**src/hw/rtl/cfpk_pkg.sv**
```systemverilog
// ============================================================================
// cfpk_pkg
// Shared types, constants and byte-level functions of the chunked frame
// packetizer: the word descriptor passed from the front end to the back end,
// header layout and the reflected CRC-32 step.
// ============================================================================
package cfpk_pkg;

    localparam int FRAME_W = 24;
    localparam int CHUNK_W = 13;
    localparam int SEQ_W   = 16;
    localparam int GEOM_W  = 16;
    localparam int CFG_W   = 16;
    localparam int IDX_W   = 2;
    localparam int SLOT_W  = 5;

    // Register indexes of the configuration port.
    localparam logic [IDX_W-1:0] REG_IMAGE_WIDTH       = 2'd0;
    localparam logic [IDX_W-1:0] REG_IMAGE_HEIGHT      = 2'd1;
    localparam logic [IDX_W-1:0] REG_CHUNK_PAYLOAD_MAX = 2'd2;

    localparam logic [CHUNK_W-1:0] CHUNK_MAX_RESET = 13'd4096;

    localparam logic [31:0] CRC_POLY     = 32'hEDB8_8320;
    localparam logic [31:0] CRC_ALL_ONES = 32'hFFFF_FFFF;

    localparam logic [7:0] HDR_MAGIC0  = 8'h43;
    localparam logic [7:0] HDR_MAGIC1  = 8'h41;
    localparam logic [7:0] HDR_MAGIC2  = 8'h4D;
    localparam logic [7:0] HDR_MAGIC3  = 8'h31;
    localparam logic [7:0] HDR_VERSION = 8'h01;

    // Output slots of one descriptor: header bytes, the data byte, CRC bytes.
    localparam logic [SLOT_W-1:0] SLOT_HDR_FIRST = 5'd0;
    localparam logic [SLOT_W-1:0] SLOT_CRC_FROM  = 5'd4;
    localparam logic [SLOT_W-1:0] SLOT_DATA      = 5'd22;
    localparam logic [SLOT_W-1:0] SLOT_CRC0      = 5'd23;
    localparam logic [SLOT_W-1:0] SLOT_CRC3      = 5'd26;

    typedef struct packed {
        logic [7:0]         data;
        logic               hdr;
        logic               tail;
        logic               last;
        logic               flag_start;
        logic               flag_end;
        logic [SEQ_W-1:0]   seq;
        logic [FRAME_W-1:0] offset;
        logic [FRAME_W-1:0] total;
        logic [GEOM_W-1:0]  width;
        logic [GEOM_W-1:0]  height;
        logic [CHUNK_W-1:0] clen;
    } desc_t;

    function automatic logic [31:0] crc32_byte(logic [31:0] c, logic [7:0] b);
        logic [31:0] r;
        r = c ^ {24'd0, b};
        for (int k = 0; k < 8; k++) begin
            r = r[0] ? ((r >> 1) ^ CRC_POLY) : (r >> 1);
        end
        return r;
    endfunction

    function automatic logic [7:0] hdr_byte(logic [SLOT_W-1:0] idx, desc_t d);
        logic [7:0] b;
        unique case (idx)
            5'd0:    b = HDR_MAGIC0;
            5'd1:    b = HDR_MAGIC1;
            5'd2:    b = HDR_MAGIC2;
            5'd3:    b = HDR_MAGIC3;
            5'd4:    b = HDR_VERSION;
            5'd5:    b = {6'd0, d.flag_end, d.flag_start};
            5'd6:    b = d.seq[7:0];
            5'd7:    b = d.seq[15:8];
            5'd8:    b = d.offset[7:0];
            5'd9:    b = d.offset[15:8];
            5'd10:   b = d.offset[23:16];
            5'd12:   b = d.total[7:0];
            5'd13:   b = d.total[15:8];
            5'd14:   b = d.total[23:16];
            5'd16:   b = d.width[7:0];
            5'd17:   b = d.width[15:8];
            5'd18:   b = d.height[7:0];
            5'd19:   b = d.height[15:8];
            5'd20:   b = d.clen[7:0];
            5'd21:   b = {3'd0, d.clen[12:8]};
            default: b = 8'd0;
        endcase
        return b;
    endfunction

endpackage

```
**src/hw/rtl/cfpk_front.sv**
```systemverilog
// ============================================================================
// cfpk_front
// Accepts frame bytes, tracks frame and chunk position, and turns every word
// into a descriptor that says whether a header precedes it and a CRC follows.
// ============================================================================
module cfpk_front #(
    parameter int MAX_CHUNK_BYTES = 4096
) (
    input  logic                           aclk,
    input  logic                           aresetn,
    input  logic                           cfg_wr_en,
    input  logic [cfpk_pkg::IDX_W-1:0]     cfg_index,
    input  logic [cfpk_pkg::CFG_W-1:0]     cfg_wdata,
    input  logic                           s_valid,
    output logic                           s_ready,
    input  logic [7:0]                     s_frame_byte,
    input  logic [cfpk_pkg::FRAME_W-1:0]   s_frame_length,
    output logic                           push_valid,
    input  logic                           push_ready,
    output cfpk_pkg::desc_t                push_data
);

    localparam logic [cfpk_pkg::CHUNK_W-1:0] CAP_MAX = cfpk_pkg::CHUNK_W'(MAX_CHUNK_BYTES);

    logic [cfpk_pkg::GEOM_W-1:0]  width_reg;
    logic [cfpk_pkg::GEOM_W-1:0]  height_reg;
    logic [cfpk_pkg::CHUNK_W-1:0] cmax_reg;
    logic [cfpk_pkg::SEQ_W-1:0]   seq_reg;
    logic [cfpk_pkg::FRAME_W-1:0] offset_reg;
    logic [cfpk_pkg::FRAME_W-1:0] total_reg;
    logic [cfpk_pkg::CHUNK_W-1:0] clen_reg;
    logic [cfpk_pkg::CHUNK_W-1:0] pos_reg;

    logic                           accept;
    logic                           new_frame;
    logic                           chunk_start;
    logic [cfpk_pkg::FRAME_W-1:0]   len_in;
    logic [cfpk_pkg::FRAME_W-1:0]   total_cur;
    logic [cfpk_pkg::SEQ_W-1:0]     seq_cur;
    logic [cfpk_pkg::CHUNK_W-1:0]   cap;
    logic                           over;
    logic                           fits;
    logic [cfpk_pkg::FRAME_W-1:0]   remaining;
    logic [cfpk_pkg::CHUNK_W-1:0]   clen_new;
    logic [cfpk_pkg::CHUNK_W-1:0]   clen_cur;
    logic [cfpk_pkg::CHUNK_W-1:0]   pos_inc;
    logic [cfpk_pkg::FRAME_W-1:0]   off_inc;
    logic                           tail;
    logic                           last;

    assign accept     = s_valid && push_ready;
    assign s_ready    = push_ready;
    assign push_valid = s_valid;

    always_comb begin
        new_frame   = (offset_reg == '0) && (pos_reg == '0);
        chunk_start = (pos_reg == '0);
        len_in      = (s_frame_length == '0) ? cfpk_pkg::FRAME_W'(1) : s_frame_length;
        total_cur   = new_frame ? len_in : total_reg;
        seq_cur     = new_frame ? seq_reg + 1'b1 : seq_reg;

        if (cmax_reg == '0) begin
            cap = cfpk_pkg::CHUNK_W'(1);
        end else if (cmax_reg > CAP_MAX) begin
            cap = CAP_MAX;
        end else begin
            cap = cmax_reg;
        end

        // When the offset has reached the total, the chunk carries one byte
        // and is also the frame's last chunk.
        over      = (total_cur <= offset_reg);
        remaining = total_cur - offset_reg;
        fits      = over || (remaining <= {{(cfpk_pkg::FRAME_W-cfpk_pkg::CHUNK_W){1'b0}}, cap});
        if (over) begin
            clen_new = cfpk_pkg::CHUNK_W'(1);
        end else if (fits) begin
            clen_new = remaining[cfpk_pkg::CHUNK_W-1:0];
        end else begin
            clen_new = cap;
        end
        clen_cur = chunk_start ? clen_new : clen_reg;

        pos_inc = pos_reg + 1'b1;
        off_inc = offset_reg + 1'b1;
        tail    = (pos_inc >= clen_cur);
        last    = (off_inc >= total_cur);

        push_data.data       = s_frame_byte;
        push_data.hdr        = chunk_start;
        push_data.tail       = tail;
        push_data.last       = last;
        push_data.flag_start = (offset_reg == '0);
        push_data.flag_end   = fits;
        push_data.seq        = seq_cur;
        push_data.offset     = offset_reg;
        push_data.total      = total_cur;
        push_data.width      = width_reg;
        push_data.height     = height_reg;
        push_data.clen       = clen_new;
    end

    always_ff @(posedge aclk) begin
        if (!aresetn) begin
            width_reg  <= '0;
            height_reg <= '0;
            cmax_reg   <= cfpk_pkg::CHUNK_MAX_RESET;
        end else if (cfg_wr_en) begin
            unique case (cfg_index)
                cfpk_pkg::REG_IMAGE_WIDTH:       width_reg  <= cfg_wdata;
                cfpk_pkg::REG_IMAGE_HEIGHT:      height_reg <= cfg_wdata;
                cfpk_pkg::REG_CHUNK_PAYLOAD_MAX: cmax_reg   <= cfg_wdata[cfpk_pkg::CHUNK_W-1:0];
                default: ;
            endcase
        end
    end

    always_ff @(posedge aclk) begin
        if (!aresetn) begin
            seq_reg    <= '0;
            offset_reg <= '0;
            total_reg  <= '0;
            clen_reg   <= '0;
            pos_reg    <= '0;
        end else if (accept) begin
            seq_reg   <= seq_cur;
            total_reg <= total_cur;
            if (chunk_start) begin
                clen_reg <= clen_new;
            end
            if (tail) begin
                pos_reg    <= '0;
                offset_reg <= last ? '0 : off_inc;
            end else begin
                pos_reg    <= pos_inc;
                offset_reg <= off_inc;
            end
        end
    end

endmodule

```
**src/hw/rtl/cfpk_queue.sv**
```systemverilog
// ============================================================================
// cfpk_queue
// Two-entry descriptor queue between the front end and the back end, so that
// either side can stall without holding up the other.
// ============================================================================
module cfpk_queue (
    input  logic             aclk,
    input  logic             aresetn,
    input  logic             push_valid,
    output logic             push_ready,
    input  cfpk_pkg::desc_t  push_data,
    output logic             pop_valid,
    input  logic             pop_ready,
    output cfpk_pkg::desc_t  pop_data
);

    cfpk_pkg::desc_t entry_reg [2];
    logic            wr_ptr_reg;
    logic            rd_ptr_reg;
    logic [1:0]      count_reg;
    logic            do_push;
    logic            do_pop;

    assign push_ready = (count_reg != 2'd2);
    assign pop_valid  = (count_reg != 2'd0);
    assign pop_data   = entry_reg[rd_ptr_reg];
    assign do_push    = push_valid && push_ready;
    assign do_pop     = pop_valid && pop_ready;

    always_ff @(posedge aclk) begin
        if (do_push) begin
            entry_reg[wr_ptr_reg] <= push_data;
        end
    end

    always_ff @(posedge aclk) begin
        if (!aresetn) begin
            wr_ptr_reg <= 1'b0;
            rd_ptr_reg <= 1'b0;
            count_reg  <= 2'd0;
        end else begin
            if (do_push) begin
                wr_ptr_reg <= ~wr_ptr_reg;
            end
            if (do_pop) begin
                rd_ptr_reg <= ~rd_ptr_reg;
            end
            if (do_push && !do_pop) begin
                count_reg <= count_reg + 2'd1;
            end else if (do_pop && !do_push) begin
                count_reg <= count_reg - 2'd1;
            end
        end
    end

endmodule

```
**src/hw/rtl/cfpk_back.sv**
```systemverilog
// ============================================================================
// cfpk_back
// Output sequencer: walks each descriptor through its header, data and CRC
// slots, one byte per cycle unless stalled, and keeps the running CRC-32.
// ============================================================================
module cfpk_back (
    input  logic             aclk,
    input  logic             aresetn,
    input  logic             pop_valid,
    output logic             pop_ready,
    input  cfpk_pkg::desc_t  pop_data,
    output logic             m_valid,
    input  logic             m_ready,
    output logic [7:0]       m_packet_byte,
    output logic             m_packet_end,
    output logic             m_frame_end
);

    logic                        busy_reg;
    logic [cfpk_pkg::SLOT_W-1:0] slot_reg;
    logic [31:0]                 crc_reg;
    logic                        m_valid_reg;
    logic [7:0]                  byte_reg;
    logic                        pend_reg;
    logic                        fend_reg;

    logic                        emit;
    logic                        at_end;
    logic [cfpk_pkg::SLOT_W-1:0] slot;
    logic [cfpk_pkg::SLOT_W-1:0] end_slot;
    logic [cfpk_pkg::SLOT_W-1:0] crc_sel;
    logic [31:0]                 fin;
    logic [7:0]                  byte_cur;

    assign emit = pop_valid && (!m_valid_reg || m_ready);

    always_comb begin
        if (busy_reg) begin
            slot = slot_reg;
        end else if (pop_data.hdr) begin
            slot = cfpk_pkg::SLOT_HDR_FIRST;
        end else begin
            slot = cfpk_pkg::SLOT_DATA;
        end
        end_slot  = pop_data.tail ? cfpk_pkg::SLOT_CRC3 : cfpk_pkg::SLOT_DATA;
        at_end    = (slot == end_slot);
        pop_ready = emit && at_end;

        fin     = crc_reg ^ cfpk_pkg::CRC_ALL_ONES;
        crc_sel = slot - cfpk_pkg::SLOT_CRC0;
        if (slot < cfpk_pkg::SLOT_DATA) begin
            byte_cur = cfpk_pkg::hdr_byte(slot, pop_data);
        end else if (slot == cfpk_pkg::SLOT_DATA) begin
            byte_cur = pop_data.data;
        end else begin
            case (crc_sel[1:0])
                2'd0:    byte_cur = fin[7:0];
                2'd1:    byte_cur = fin[15:8];
                2'd2:    byte_cur = fin[23:16];
                default: byte_cur = fin[31:24];
            endcase
        end
    end

    always_ff @(posedge aclk) begin
        if (!aresetn) begin
            busy_reg    <= 1'b0;
            slot_reg    <= '0;
            crc_reg     <= cfpk_pkg::CRC_ALL_ONES;
            m_valid_reg <= 1'b0;
        end else begin
            if (m_ready) begin
                m_valid_reg <= 1'b0;
            end
            if (emit) begin
                m_valid_reg <= 1'b1;
                busy_reg    <= !at_end;
                slot_reg    <= slot + 1'b1;
                // The magic bytes stay out of the CRC; it restarts with each header.
                if (slot == cfpk_pkg::SLOT_HDR_FIRST) begin
                    crc_reg <= cfpk_pkg::CRC_ALL_ONES;
                end else if (slot >= cfpk_pkg::SLOT_CRC_FROM && slot <= cfpk_pkg::SLOT_DATA) begin
                    crc_reg <= cfpk_pkg::crc32_byte(crc_reg, byte_cur);
                end
            end
        end
    end

    always_ff @(posedge aclk) begin
        if (emit) begin
            byte_reg <= byte_cur;
            pend_reg <= (slot == cfpk_pkg::SLOT_CRC3);
            fend_reg <= (slot == cfpk_pkg::SLOT_CRC3) && pop_data.last;
        end
    end

    assign m_valid       = m_valid_reg;
    assign m_packet_byte = byte_reg;
    assign m_packet_end  = pend_reg;
    assign m_frame_end   = fend_reg;

endmodule

```
**src/hw/rtl/chunked_frame_packetizer_crc32.sv**
```systemverilog
// ============================================================================
// chunked_frame_packetizer_crc32
// Cuts a stream of frame bytes into packets with a 22-byte header and a
// trailing CRC-32.
// ============================================================================
// Each input word is one frame byte; the frame length is taken from the first
// byte of every frame. Sustained rate is one input word per cycle while a
// chunk's payload flows and the output is ready. A word that opens a chunk
// also carries the 22 header bytes, and a word that closes a chunk adds the
// four CRC bytes, so input stalls while those go out once the two-entry
// descriptor queue is full. The rate is set by the back end, which sends one
// packet byte per cycle and advances the CRC by one byte per cycle while the
// output is ready. From input to first output byte, a word passes through the
// descriptor queue and then the output register. No clearing pass follows
// reset. Configuration writes take effect at once and should be made only while the block is idle.
module chunked_frame_packetizer_crc32 #(
    parameter int MAX_CHUNK_BYTES = 4096
) (
    input  logic                          aclk,
    input  logic                          aresetn,
    input  logic                          cfg_wr_en,
    input  logic [cfpk_pkg::IDX_W-1:0]    cfg_index,
    input  logic [cfpk_pkg::CFG_W-1:0]    cfg_wdata,
    input  logic                          s_valid,
    output logic                          s_ready,
    input  logic [7:0]                    s_frame_byte,
    input  logic [cfpk_pkg::FRAME_W-1:0]  s_frame_length,
    output logic                          m_valid,
    input  logic                          m_ready,
    output logic [7:0]                    m_packet_byte,
    output logic                          m_packet_end,
    output logic                          m_frame_end
);

    logic            push_valid;
    logic            push_ready;
    cfpk_pkg::desc_t push_data;
    logic            q_valid;
    logic            q_ready;
    cfpk_pkg::desc_t q_data;

    cfpk_front #(
        .MAX_CHUNK_BYTES(MAX_CHUNK_BYTES)
    ) u_front (
        .aclk           (aclk),
        .aresetn        (aresetn),
        .cfg_wr_en      (cfg_wr_en),
        .cfg_index      (cfg_index),
        .cfg_wdata      (cfg_wdata),
        .s_valid        (s_valid),
        .s_ready        (s_ready),
        .s_frame_byte   (s_frame_byte),
        .s_frame_length (s_frame_length),
        .push_valid     (push_valid),
        .push_ready     (push_ready),
        .push_data      (push_data)
    );

    cfpk_queue u_queue (
        .aclk       (aclk),
        .aresetn    (aresetn),
        .push_valid (push_valid),
        .push_ready (push_ready),
        .push_data  (push_data),
        .pop_valid  (q_valid),
        .pop_ready  (q_ready),
        .pop_data   (q_data)
    );

    cfpk_back u_back (
        .aclk          (aclk),
        .aresetn       (aresetn),
        .pop_valid     (q_valid),
        .pop_ready     (q_ready),
        .pop_data      (q_data),
        .m_valid       (m_valid),
        .m_ready       (m_ready),
        .m_packet_byte (m_packet_byte),
        .m_packet_end  (m_packet_end),
        .m_frame_end   (m_frame_end)
    );

`ifndef SYNTHESIS
    // A frame only ends on the last CRC byte of a packet.
    a_frame_end_on_packet_end: assert property (@(posedge aclk) disable iff (!aresetn)
        (m_valid && m_frame_end) |-> m_packet_end)
        else $error("frame_end without packet_end");

    // An accepted word is waiting in the queue on the next cycle.
    a_push_lands: assert property (@(posedge aclk) disable iff (!aresetn)
        (s_valid && s_ready) |=> q_valid)
        else $error("accepted word missing from queue");

    // Retiring a descriptor always leaves its last byte in the output register.
    a_pop_emits: assert property (@(posedge aclk) disable iff (!aresetn)
        (q_valid && q_ready) |=> m_valid)
        else $error("descriptor retired without output word");
`endif

endmodule

```
**config.mk**
```make
export PLATFORM = sky130hd
export DESIGN_NAME = chunked_frame_packetizer_crc32
export DESIGN_NICKNAME = d
export VERILOG_FILES = /design/src/hw/rtl/cfpk_pkg.sv /design/src/hw/rtl/cfpk_front.sv /design/src/hw/rtl/cfpk_queue.sv /design/src/hw/rtl/cfpk_back.sv /design/src/hw/rtl/chunked_frame_packetizer_crc32.sv
export SDC_FILE = /design/constraint.sdc
export NUM_CORES = 1
export LEC_CHECK = 0
export BUFFER_PORTS_ARGS = -buffer_cell sky130_fd_sc_hd__buf_2
export CAP_MARGIN = 20
export CORE_MARGIN = 2
export CORE_UTILIZATION = 50
export CTS_CLUSTER_SIZE = 20
export DETAILED_ROUTE_END_ITERATION = 10
export HOLD_SLACK_MARGIN = 0.05
export PLACE_DENSITY = 0.74
export SYNTH_ARGS = -nofsm -noshare
export SYNTH_HDL_FRONTEND = slang
export SYNTH_HIERARCHICAL = 1
export SYNTH_SLANG_ARGS = --single-unit
```
**constraint.sdc**
```tcl
create_clock -name aclk -period 9.03 [get_ports aclk]
set_clock_uncertainty 0.2 [all_clocks]
set_input_delay 1.3545 -clock aclk [delete_from_list [all_inputs] [get_ports aclk]]
set_output_delay 1.3545 -clock aclk [all_outputs]
set_load 0.1 [all_outputs]
```
==> run summary, run 1 <==
status: complete, no violations
first-pass GRT wire length: 90700 microns
Reg-to-Reg Start: u_front/pos_reg[1]
vias after detailed routing: 16200
Max IR drop VDD: 0.272 mV
Yosys top cell by area: edfxtp_1
number of I/O port buffers: 66
gp weighted congestion: 0.953
P_leak: 9.77 nW
Top Ports: 67
Worst Setup Start Kind: flip-flop
Syn Inst Count: 2049
setup violators final: 0
flop2flop setup slack: 500 ps
clk buf depth: 3
pin count of the biggest net entering global routing: 71
Post-Syn Area: 22900 sq um
Fin Hold WS: 250 ps
clk_lat worst skew: 590 ps
warning count from the yosys run: 6
Post-synth EDFFs: 254
Final nets: 2229
Core Footprint: 45300 sq um
Endpoint, Worst Hold: u_queue/entry_reg[1][21]
Worst setup EP type: flip-flop
row count: 78
Reg2Reg Depth: 39
Chip Width: 218 microns
Primary FF master, synth: edfxtp_1
relative slew slack: 24.6%
Detail Route Antenna Nets: 0
clk root buf: clkbuf_16
initial drt markers: 1693
max reg flops: 244
most frequent cells in the layout: edfxtp_1, nand2_1, dfxtp_1, inv_1, xnor2_1
hold path cells: 0
Hold Violations, Final: 0
crit path launch: u_front/pos_reg[1]
Die ar.: 47500 sq um
hold path startpoint: u_front/height_reg[8]
clk sinks: 433
final WL: 58100 microns
Slew Limit Fails: 0
CP max stage delay: 370 ps
CTS clk-pin slew, worst paths: 60 ps
Die H: 218 microns
Hold/Removal Path Class: flip-flop to flip-flop
Final Power: 0.00787 W
crit path kind: flip-flop to flip-flop
vias in the first global route: 16009
syn_area_per_cell: 11.2 sq um
Max Clk Rate: 117 MHz
Arrival @ worst endpoint: 8830 ps
HPWL Detailed: 40800 microns
fraction of final layout cells sized beyond drive strength 1: 17.6%
worst r2r dst: u_front/offset_reg[17]
most common cell after layout, fill and taps aside: edfxtp_1
grt ovf: 0
asr flop ratio synth: 0%
count of cell types in the netlist: 100
antenna violations before repair: 0
part of the Yosys area used for sequential elements: 49.0%
Post-Syn Nets: 2191
TritonCTS clock tree: yes
htree depth: 2
drt wl/cell: 21.3 microns
Tightest Pin Transition: 1130 ps
critical path's slowest cell: mux2_2
post-synth top area share: 33.3%
Synth area leaders: edfxtp_1, dfxtp_1, mux2_4, ha_1, xnor2_1
Pre-antenna DRT Iters: 5
MaxCap Viol Count: 0
minimum clock period: 8530 ps
Worst Path Max Fanout: 28
GRT Resource Usage Total: 24.5%
CTS buffer count: 46
Critical Path RT: 9330 ps
Final period util: 94.4%
Initial Util: 50.5%
DR DRC count: 0
PD cells: 309 nW/um^2
area grow syn2layout: 11.4%
Via density: 5.94
ant diodes: 0
number of synthesized register bits: 433
-- how the worst max path moves through the flow --
stage	to	depth (start not counted)
floorplan	u_front/offset_reg[20]	39
CTS	u_front/offset_reg[20]	37
global placement	u_front/offset_reg[23]	35
detailed placement	u_front/offset_reg[20]	35
finish	u_front/offset_reg[17]	39
global route	u_front/offset_reg[22]	39
-- report_power, final --
group / internal (W) / switching, W
sequential: 0.00239 / 0.000138
combinational: 0.00133 / 0.00192
clock: 0.00127 / 0.000817
total: 0.00499 / 0.00288
-- metrics by stage --
stage          util, %  instance area [sq um]  worst slack [ps]  setup TNS [ps]  instances
6_report          56.3                  25500               502               0       2725
5_1_grt           56.3                  25500             -77.2            -322       2725
4_1_cts           56.1                  25400               190               0       2722
3_5_place_dp      52.3                  23700               142               0       2636
3_3_place_gp      52.3                  23700               394               0       2635
2_1_floorplan        -                  22900               228               0       2049
-- cell usage after synthesis, drive strengths merged (25+ instances only) --
cell and instances:
nand3 56, edfxtp 254, inv 102, mux2i 40, a21boi 52, o22ai 25
xor2 43, o21ai 60, nand4 25, mux2 125, and3 25, a21oi 73
xnor2 110, o211a 25, dfxtp 179, nor3 30, ha 86, nand2 216
buf 55, and2 31, clkbuf 67, nor2 75, nor2b 30
-- worst max-delay path, delay by kind of cell (launching register included) --
kind | cells | cell delay [ps]
and+or+nand+nor | 10 | 2170
adders and majority gates | 4 | 1040
AOI/OAI and AO/OA | 17 | 3020
buffers and inverters | 5 | 880
DFF | 1 | 320
muxes | 2 | 650
xor gates and xnor gates | 1 | 110
-- routing by layer --
layer	global-route usage, %	vias to the layer above	routed length (microns)	part of all wire (%)
met3	3.18	129	3640	6.3
met1	32.4	7909	24600	42
met2	40.7	631	27800	48
met4	9.64	0	2100	3.6
met5	0	-	0	0
li1	-	7531	-	-
-- cells by family after synthesis --
logic type / count (synthesis) / share of synthesized area (%)
AND/OR/NAND/NOR: 563 / 12.3
flip-flops: 433 / 49.0
adder cells (fa/ha/maj): 87 / 4.79
XOR/XNOR: 154 / 6.74
AO/OA/AOI/OAI: 421 / 13.4
buffers and inverters: 226 / 4.54
multiplexers: 165 / 9.22
-- timing repair --
item,4_1_cts,5_1_grt
hold buffers,0,0
gates resized for setup,0,10
endpoints found under the hold margin,0,0
setup buffers,0,2
endpoints found under the setup margin,0,37
-- layout make-up --
type | instances | area (sq um)
repair buffers | 112 | 723
clock buffers | 56 | 1260
fillers | 3738 | 19800
multi-input cells | 1390 | 10700
flip-flops and latches | 433 | 11200
inverters | 104 | 393
clock inverters | 30 | 450
well taps | 600 | 751
No activity file was read; power rests on OpenSTA's default activity.
==> inputs of run 2 (changes only) <==
--- a/config.mk
+++ b/config.mk
@@ -7,12 +7,14 @@
 export LEC_CHECK = 0
 export BUFFER_PORTS_ARGS = -buffer_cell sky130_fd_sc_hd__buf_2
 export CAP_MARGIN = 20
+export CELL_PAD_IN_SITES_DETAIL_PLACEMENT = 1
+export CELL_PAD_IN_SITES_GLOBAL_PLACEMENT = 1
 export CORE_MARGIN = 2
-export CORE_UTILIZATION = 50
+export CORE_UTILIZATION = 46
 export CTS_CLUSTER_SIZE = 20
 export DETAILED_ROUTE_END_ITERATION = 10
 export HOLD_SLACK_MARGIN = 0.05
-export PLACE_DENSITY = 0.74
+export PLACE_DENSITY = 0.81
 export SYNTH_ARGS = -nofsm -noshare
 export SYNTH_HDL_FRONTEND = slang
 export SYNTH_HIERARCHICAL = 1
==> run 2 against run 1 <==
  * Die area increased by 8.5%
  * Sequential power about the same
  * Global-route usage is 1.4 points higher
  * Design area up 0.26%
  * Sequential cell count did not move
  * Hold slack better by 2.5 ps
  * Combinational power is 2% higher
  * Power up 1.1%
  * Via count rose by 2.2%
  * Critical path depth fell by 1
  * Worst setup slack worse by 89 ps
  * Critical path type unchanged
  * Largest cell class unchanged
==> run summary, run 2 (synthesis gave the netlist of run 1 again) <==
status: complete, no violations (unchanged)
TritonCTS clock tree: yes (unchanged)
number of I/O port buffers: 66 (unchanged)
drt wl/cell: 24.1 microns (was 21.3 microns)
relative slew slack: 29.8% (was 24.6%)
fill cell count: 5229 (was 3738)
DR DRC count: 0 (unchanged)
crit path launch: u_front/offset_reg[1] (was u_front/pos_reg[1])
Fin Hold WS: 252 ps (was 250 ps)
Max Clk Rate: 116 MHz (was 117 MHz)
P_leak: 9.72 nW (was 9.77 nW)
Area after DPL: 23700 sq um (about the same)
Core Footprint: 49100 sq um (was 45300 sq um)
CTS clk-pin slew, worst paths: 60 ps (about the same)
first-pass GRT wire length: 102000 microns (was 90700 microns)
setup violators final: 0 (unchanged)
Hold/Removal Path Class: flip-flop to flip-flop (unchanged)
Die H: 227 microns (was 218 microns)
Max IR drop VDD: 0.182 mV (was 0.272 mV)
Chip Width: 227 microns (was 218 microns)
Placed Instances: 2692 (was 2636)
clk_lat worst skew: 610 ps (was 590 ps)
Tightest Pin Transition: 1050 ps (was 1130 ps)
Final Power: 0.00796 W (was 0.00787 W)
Reg-to-Reg Start: u_front/offset_reg[1] (was u_front/pos_reg[1])
htree depth: 2 (unchanged)
worst slack, placed: 75.3 ps (was 142 ps)
Via density: 5.93 (was 5.94)
critical path's slowest cell: ha_1 (was mux2_2)
area grow syn2layout: 11.7% (was 11.4%)
CP max stage delay: 420 ps (was 370 ps)
Slew Limit Fails: 0 (unchanged)
Top cell by count, worst path: ha_1
pin count of the biggest net entering global routing: 71 (unchanged)
MaxCap Viol Count: 0 (unchanged)
Top Ports: 67 (unchanged)
most common cell after layout, fill and taps aside: edfxtp_1 (unchanged)
Hold Violations, Final: 0 (unchanged)
Detail Route Antenna Nets: 0 (unchanged)
GRT Resource Usage Total: 25.9% (was 24.5%)
Critical Path RT: 9350 ps (was 9330 ps)
max reg flops: 244 (unchanged)
final non-filler cell total: 2793 (was 2725)
vias in the first global route: 17190 (was 16009)
Final period util: 95.4% (was 94.4%)
most frequent cells in the layout: edfxtp_1, nand2_1, dfxtp_1, inv_1, xnor2_1 (unchanged)
initial drt markers: 1330 (was 1693)
HPWL Detailed: 46600 microns (was 40800 microns)
hold path startpoint: u_front/width_reg[4] (was u_front/height_reg[8])
clk buf depth: 3 (unchanged)
Worst setup EP type: flip-flop (unchanged)
fraction of final layout cells sized beyond drive strength 1: 17.3% (was 17.6%)
row count: 81 (was 78)
Pre-antenna DRT Iters: 5 (unchanged)
Worst Setup Start Kind: flip-flop (unchanged)
flop2flop setup slack: 410 ps (was 500 ps)
CTS buffer count: 48 (was 46)
grt ovf: 0 (unchanged)
crit path kind: flip-flop to flip-flop (unchanged)
PD cells: 311 nW/um^2 (was 309 nW/um^2)
final WL: 67300 microns (was 58100 microns)
clk root buf: clkbuf_16 (unchanged)
Initial Util: 46.6% (was 50.5%)
post-route cell area: 25500 sq um (about the same)
fin worst setup slack: 413 ps (was 502 ps)
vias after detailed routing: 16560 (was 16200)
Die ar.: 51500 sq um (was 47500 sq um)
gp weighted congestion: 0.915 (was 0.953)
Final nets: 2229 (unchanged)
Arrival @ worst endpoint: 8930 ps (was 8830 ps)
minimum clock period: 8620 ps (was 8530 ps)
clk sinks: 433 (unchanged)
antenna violations before repair: 1 (was 0)
Worst Path Max Fanout: 28 (unchanged)
## run 2: cell type report
type,instances,area [sq um],area share [%]
antenna,2,5.00,0.0196
inverter,104,393,1.54
tap,664,831,3.25
clock inverter,33,435,1.70
multi-input combinational,1390,10700,42.0
sequential,433,11200,43.9
clock buffer,57,1230,4.83
timing repair buffer,110,713,2.79
## run 2: critical path, delay by kind of cell (launching register included)
kind                       cells  cell delay [ps]
and+or+nand+nor               10             2140
buffers and inverters          5              980
AOI/OAI and AO/OA             16             2670
muxes                          2              730
DFF                            1              370
adders and majority gates      4             1260
xor gates and xnor gates       1              140
## run 2: per-layer routing
layer / vias up / track usage, % / share of wire, %
met4: 0 / 8.73 / 3.2
met1: 8383 / 33.0 / 42
met5: - / 0 / 0
met3: 141 / 3.48 / 5.1
met2: 503 / 45.4 / 50
li1: 7533 / - / -
## run 2: path summary, 6_finish.rpt
check	endpoint	depth (start not counted)
worst max-delay path	u_front/offset_reg[22]	38
worst min register to register	u_queue/entry_reg[1][33]	0
worst min-delay path	u_queue/entry_reg[1][33]	0
worst max register to register	u_front/offset_reg[22]	38
## run 2: per-stage QoR
step                utilization (%)  setup TNS, ps
global route                   52.1           -406
global placement               48.3              0
finish                         52.1              0
floorplan                         -              0
CTS                            51.7              0
detailed placement             48.3              0
## run 2: what timing repair did
action | 4_1_cts | 5_1_grt
hold buffers | 0 | 0
gates resized for setup | 0 | 16
setup endpoints to repair | 0 | 33
setup buffers | 0 | 6
## run 2: report_power, final
group	total, W	switching [W]	internal [W]
logic	0.00332	0.00199	0.00133
clock network	0.00208	0.000861	0.00122
registers	0.00255	0.000157	0.00239
total	0.00796	0.00301	0.00494
